$ cat src/hdl/hsd_pkg.sv
`default_nettype none
package hsd_pkg;

  localparam int MaxNodes   = 512;
  localparam int StackDepth = 256;

  localparam logic [7:0] InternalMark = 8'h2A;

  typedef struct packed {
    logic [7:0] in_byte;
    logic       final_byte;
  } in_word_t;

  typedef struct packed {
    logic [7:0] out_symbol;
    logic       run_last;
    logic       stream_done;
    logic       format_error;
  } out_word_t;

  // Commands from the controller to the datapath.
  typedef struct packed {
    logic accept;      // take input word into the byte registers
    logic hdr0;        // process header byte 0
    logic hdr1;        // process header byte 1
    logic tree_rd;     // read the parent node of a tree byte
    logic tree_wr;     // write the new node and update the tree state
    logic tree_par;    // write back the updated parent node
    logic data_start;  // start bit walk of a data byte
    logic walk_rd;     // read the current walk node
    logic walk_nxt;    // read the child selected by the current bit
    logic walk_step;   // take the bit step, may emit
    logic clear;       // end of file reset of state
  } hsd_cmd_t;

  // Status from the datapath to the controller.
  typedef struct packed {
    logic [1:0] phase;
    logic       error;
    logic       final_byte;
    logic       bits_done;
    logic       emit;
  } hsd_stat_t;

  localparam logic [1:0] PhHdr0 = 2'd0;
  localparam logic [1:0] PhHdr1 = 2'd1;
  localparam logic [1:0] PhTree = 2'd2;
  localparam logic [1:0] PhData = 2'd3;

endpackage
`default_nettype wire

$ cat src/hdl/hsd_controller.sv
`default_nettype none
module hsd_controller (
  input  wire logic               clk_i,
  input  wire logic               rst_ni,
  input  wire logic               in_valid_i,
  output logic                    in_ready_o,
  output hsd_pkg::hsd_cmd_t       cmd_o,
  input  wire hsd_pkg::hsd_stat_t stat_i,
  input  wire hsd_pkg::out_word_t emit_word_i,
  output logic                    out_valid_o,
  input  wire logic               out_ready_i,
  output hsd_pkg::out_word_t      out_word_o
);

  localparam logic [3:0] StIdle  = 4'd0;
  localparam logic [3:0] StDec   = 4'd1;
  localparam logic [3:0] StTreeB = 4'd2;
  localparam logic [3:0] StTreeC = 4'd3;
  localparam logic [3:0] StFlag  = 4'd4;
  localparam logic [3:0] StWalkA = 4'd5;
  localparam logic [3:0] StWalkB = 4'd6;
  localparam logic [3:0] StWalkC = 4'd7;
  localparam logic [3:0] StEnd   = 4'd8;

  logic [3:0] state_q, state_d;

  // One held symbol waits for the next emission or end of byte, so the
  // last one of a byte can be marked.
  logic               hold_v_q, hold_v_d;
  hsd_pkg::out_word_t hold_q, hold_d;
  logic               ov_q, ov_d;
  hsd_pkg::out_word_t ow_q, ow_d;

  assign in_ready_o  = (state_q == StIdle);
  assign out_valid_o = ov_q;
  assign out_word_o  = ow_q;

  always_comb begin
    state_d  = state_q;
    hold_v_d = hold_v_q;
    hold_d   = hold_q;
    ov_d     = ov_q;
    ow_d     = ow_q;
    cmd_o    = '0;
    if (ov_q && out_ready_i) ov_d = 1'b0;
    unique case (state_q)
      StIdle: begin
        if (in_valid_i) begin
          cmd_o.accept = 1'b1;
          state_d      = StDec;
        end
      end
      StDec: begin
        priority if (stat_i.phase == hsd_pkg::PhHdr0) begin
          cmd_o.hdr0 = 1'b1;
          state_d    = StFlag;
        end else if (stat_i.phase == hsd_pkg::PhHdr1) begin
          cmd_o.hdr1 = 1'b1;
          state_d    = StFlag;
        end else if (stat_i.phase == hsd_pkg::PhTree) begin
          cmd_o.tree_rd = 1'b1;
          state_d       = StTreeB;
        end else if (stat_i.error) begin
          if (!ov_d) begin
            ov_d  = 1'b1;
            ow_d  = '{out_symbol: 8'd0, run_last: 1'b1,
                      stream_done: stat_i.final_byte, format_error: 1'b1};
            cmd_o.clear = stat_i.final_byte;
            state_d     = StIdle;
          end
        end else begin
          cmd_o.data_start = 1'b1;
          state_d          = StWalkA;
        end
      end
      StTreeB: begin
        cmd_o.tree_wr = 1'b1;
        state_d       = StTreeC;
      end
      StTreeC: begin
        cmd_o.tree_par = 1'b1;
        state_d        = StFlag;
      end
      StFlag: begin
        // Header or tree byte done: a final byte here truncates the file.
        if (!stat_i.final_byte) begin
          state_d = StIdle;
        end else if (!ov_d) begin
          ov_d        = 1'b1;
          ow_d        = '{out_symbol: 8'd0, run_last: 1'b1, stream_done: 1'b1,
                          format_error: 1'b1};
          cmd_o.clear = 1'b1;
          state_d     = StIdle;
        end
      end
      StWalkA: begin
        if (stat_i.bits_done) begin
          state_d = StEnd;
        end else begin
          cmd_o.walk_rd = 1'b1;
          state_d       = StWalkB;
        end
      end
      StWalkB: begin
        cmd_o.walk_nxt = 1'b1;
        state_d        = StWalkC;
      end
      StWalkC: begin
        // Take the bit step once any symbol it emits has somewhere to go.
        if (!stat_i.emit) begin
          cmd_o.walk_step = 1'b1;
          state_d         = StWalkA;
        end else if (!hold_v_q) begin
          hold_v_d        = 1'b1;
          hold_d          = emit_word_i;
          cmd_o.walk_step = 1'b1;
          state_d         = StWalkA;
        end else if (!ov_d) begin
          ov_d            = 1'b1;
          ow_d            = hold_q;
          hold_d          = emit_word_i;
          cmd_o.walk_step = 1'b1;
          state_d         = StWalkA;
        end
      end
      StEnd: begin
        // Byte finished: flush the held symbol as the last of the byte.
        if (!hold_v_q) begin
          cmd_o.clear = stat_i.final_byte;
          state_d     = StIdle;
        end else if (!ov_d) begin
          ov_d             = 1'b1;
          ow_d             = hold_q;
          ow_d.run_last    = 1'b1;
          ow_d.stream_done = stat_i.final_byte;
          hold_v_d         = 1'b0;
          cmd_o.clear      = stat_i.final_byte;
          state_d          = StIdle;
        end
      end
      default: state_d = StIdle;
    endcase
  end

  always_ff @(posedge clk_i or negedge rst_ni) begin
    if (!rst_ni) begin
      state_q  <= StIdle;
      hold_v_q <= 1'b0;
      ov_q     <= 1'b0;
    end else begin
      state_q  <= state_d;
      hold_v_q <= hold_v_d;
      ov_q     <= ov_d;
    end
  end

  always_ff @(posedge clk_i) begin
    hold_q <= hold_d;
    ow_q   <= ow_d;
  end

endmodule
`default_nettype wire

$ cat config.mk
export PLATFORM = sky130hd
export DESIGN_NAME = hsd_controller
export DESIGN_NICKNAME = d
export VERILOG_FILES = /design/src/hdl/hsd_pkg.sv /design/src/hdl/hsd_controller.sv
export SDC_FILE = /design/constraint.sdc
export NUM_CORES = 1
export LEC_CHECK = 0
export BUFFER_PORTS_ARGS = -buffer_cell sky130_fd_sc_hd__buf_2
export CAP_MARGIN = 10
export CORE_UTILIZATION = 43
export CTS_CLUSTER_DIAMETER = 200
export CTS_CLUSTER_SIZE = 14
export DETAILED_ROUTE_END_ITERATION = 8
export GPL_ROUTABILITY_DRIVEN = 0
export PLACE_DENSITY_LB_ADDON = 0.08
export SLEW_MARGIN = 25
export SYNTH_ARGS = -nofsm -noshare
export SYNTH_HDL_FRONTEND = slang
export SYNTH_SLANG_ARGS = --single-unit
$ cat constraint.sdc
create_clock -name clk_i -period 3.4 [get_ports clk_i]
set_clock_uncertainty 0.2 [all_clocks]
set_input_delay 0 -clock clk_i [delete_from_list [all_inputs] [get_ports clk_i]]
set_output_delay 0 -clock clk_i [all_outputs]
set_load 0.01 [all_outputs]
==> reports/results.ini <==
[run_status]
outcome = finished, final reports clean

[synth]
yosysWarnings = 0
yosys.area.top_type = edfxtp_1
syn_area_um2 = 1400
syn_nets = 142
ys_top_cells_by_count = edfxtp_1 (22), nor2b_1 (14)
synth_flop_cell = edfxtp_1
syn_inst = 121
async_flop_share = 0.2143
ys_seq_elements = 28
synth_enable_flop_cells = 22
yosysTopAreaCellShare = 0.4718
syn_area_per_cell_um2 = 11.57
synth.most_common_cell = edfxtp_1
synth.distinct_cells = 40
synthTopCellsByArea = edfxtp_1 (47%), dfrtp_1 (11%), nor2b_1 (6.3%)
ys_seq_area_frac = 0.5791

[floorplan]
num_io_pins = 45
core_um2 = 3078
dieWidth_um = 59.06
die_h_um = 59.06
start_util = 0.4549
dieArea_um2 = 3488
rows = 20

[layout]
diodes = 0
num-fill-cells = 248
syn2layout_area_growth_pct = 37.62
finalNonFillerCells = 229
multiInputGateArea_um2 = 538.0
seq_area_um2 = 810.8
drive_gt1_frac = 0.2973
final_util = 0.6260
layout.nets = 207

[clock_network]
tritoncts = yes
cts_root_buffer = clkbuf_4
clockBufferDepth = 2
cts_resized = 0
cts_setup_buffers = 0
clk_latency_ns = 0.32
clock_sink_count = 28
clk_pin_slew_ns = 0.14
cts-buffers-inserted = 3
htreeDepth = 1

[pwr]
power.density_nw_per_um2 = 693.2
max-vdd-ir-drop_uv = 334.7
total_leakage_power_nw = 0.7863

[critical_path]
cp-end-kind = flop
critPathLaunch = state_q[2]
r2r_slack_ns = 0.81
r2r_start = state_q[2]
reg2reg_depth = 4
rr_endpoint = state_q[0]
worstPathArrival_ns = 2.66
critPathCapture = state_q[0]
startpoint_type = flop
critPathKind = flop to flop
crit_required_ns = 3.47
cp_max_fo = 20

[sta]
slew_viol_final = 0
worst_pin_slew_ns = 0.5589
slew_headroom = 0.6274
finalCritPeriodShare = 0.7611
setup-tns-final_ns = 0
fmax_mhz = 386.4
holdWs_ns = 0.04256
hold_violations = 0
rsz0062_at_grt = no
setup_viol = 0
period_needed_ns = 2.588

[global_routing]
grt_pass1_vias = 1054
use_met2 = 0.2922
busiest_layer = met2
grt_overflow_total = 0
grt_antenna_before_repair = 0
grt_max_degree = 21
grt_use_met3 = 0.03275
met1_usage = 0.2741
grt_pass1_wl_mm = 4.919
track_usage = 0.1897

[detailed_routing]
drtPass1Iterations = 4
drt-initial-drc-count = 45
totalWireLength_mm = 3.049
via_per_inst = 5.044
vias = 1155
drc_errors = 0
ant_nets = 0
post_drt_wl_per_cell_um = 13.31

[placed_design]
dp_cells = 203
port_buffers = 44
dp_hpwl_mm = 2.068

[run]
drv_cap = 0

[worst_hold_path]
worstHoldPathType = primary input to flop

metal layers:
metal	part of all wire	routed length [um]
met1	0.50	1520
met2	0.45	1370
met3	0.042	128
met4	0.0098	30
met5	0	0
critical path, stage by stage (launching register included):
cell	delay, ns
dfrtp_1	0.61
or4b_1	0.72
a211oi_1	0.26
o221a_2	0.22
dlygate4sd3_1	0.54
registers in the layout (all words and copies together), names as in the netlist:
signal,cells
hold_q,11
hold_v_q,1
out_valid_o,1
out_word_o,11
state_q,4
cell families (layout without fill, tap and decap cells):
group | after synthesis | in the layout | share of synthesized area
compound gates | 23 | 23 | 0.1215
simple gates | 58 | 58 | 0.2627
buf+inv | 12 | 76 | 0.03663
flops | 28 | 28 | 0.5791
worst min path at each step:
stage,start,to,slack (ns),depth (start not counted)
after floorplan,rst_ni,hold_v_q,-0.50,0
after global placement,rst_ni,state_q[0],-0.37,1
after detailed placement,rst_ni,state_q[2],-0.37,1
after CTS,stat_i[3],out_valid_o,0.02,4
after global routing,stat_i[3],out_valid_o,0.04,4
final,out_ready_i,state_q[1],0.04,3
report_power, final:
group / internal [W] / total, W / leakage, nW / switching, W
logic: 0.000252 / 0.000522 / 0.482 / 0.000271
registers: 0.000490 / 0.000601 / 0.276 / 0.000111
clock network: 0.000119 / 0.000212 / 0.0279 / 0.0000932
repair_timing:
action | 4_1_cts | 5_1_grt
endpoints found under the setup margin | 0 | 0
hold buffers | 22 | 0
endpoints found under the hold margin | 23 | 0
placed cells by master, fill, tap and decap left out, drive strengths merged, types with 2 or more instances in the layout:
master,count
o21ai,4
clkbuf,3
nor3b,4
nor2b,14
edfxtp,22
nand3b,2
and3b,2
buf,46
nor2,5
nor3,6
a21oi,6
inv,4
nor4b,2
nand3,2
and3,2
dlygate4sd3,22
and2,2
nand2,4
nor4,2
dfrtp,6
nand2b,7
area by class of cell:
cell class,instances,share of cell area
well taps,44,0.02857
clock inverters,1,0.01558
multi-input cells,81,0.2792
repair buffers,68,0.2364
inverters,4,0.007792
flip-flops and latches,28,0.4208
clock buffers,3,0.01169
per-stage QoR:
step | worst slack [ns] | power, W | cell area (um2)
finish | 0.8123 | 0.001336 | 1927
detailed placement | 1.183 | 0.001078 | 1654
CTS | 0.8195 | 0.001338 | 1927
global route | 0.6482 | 0.001417 | 1927
global placement | 1.244 | 0.001075 | 1654
floorplan | 0.7908 | 0.0009143 | 1400
Power figures use the tool's default switching activity.
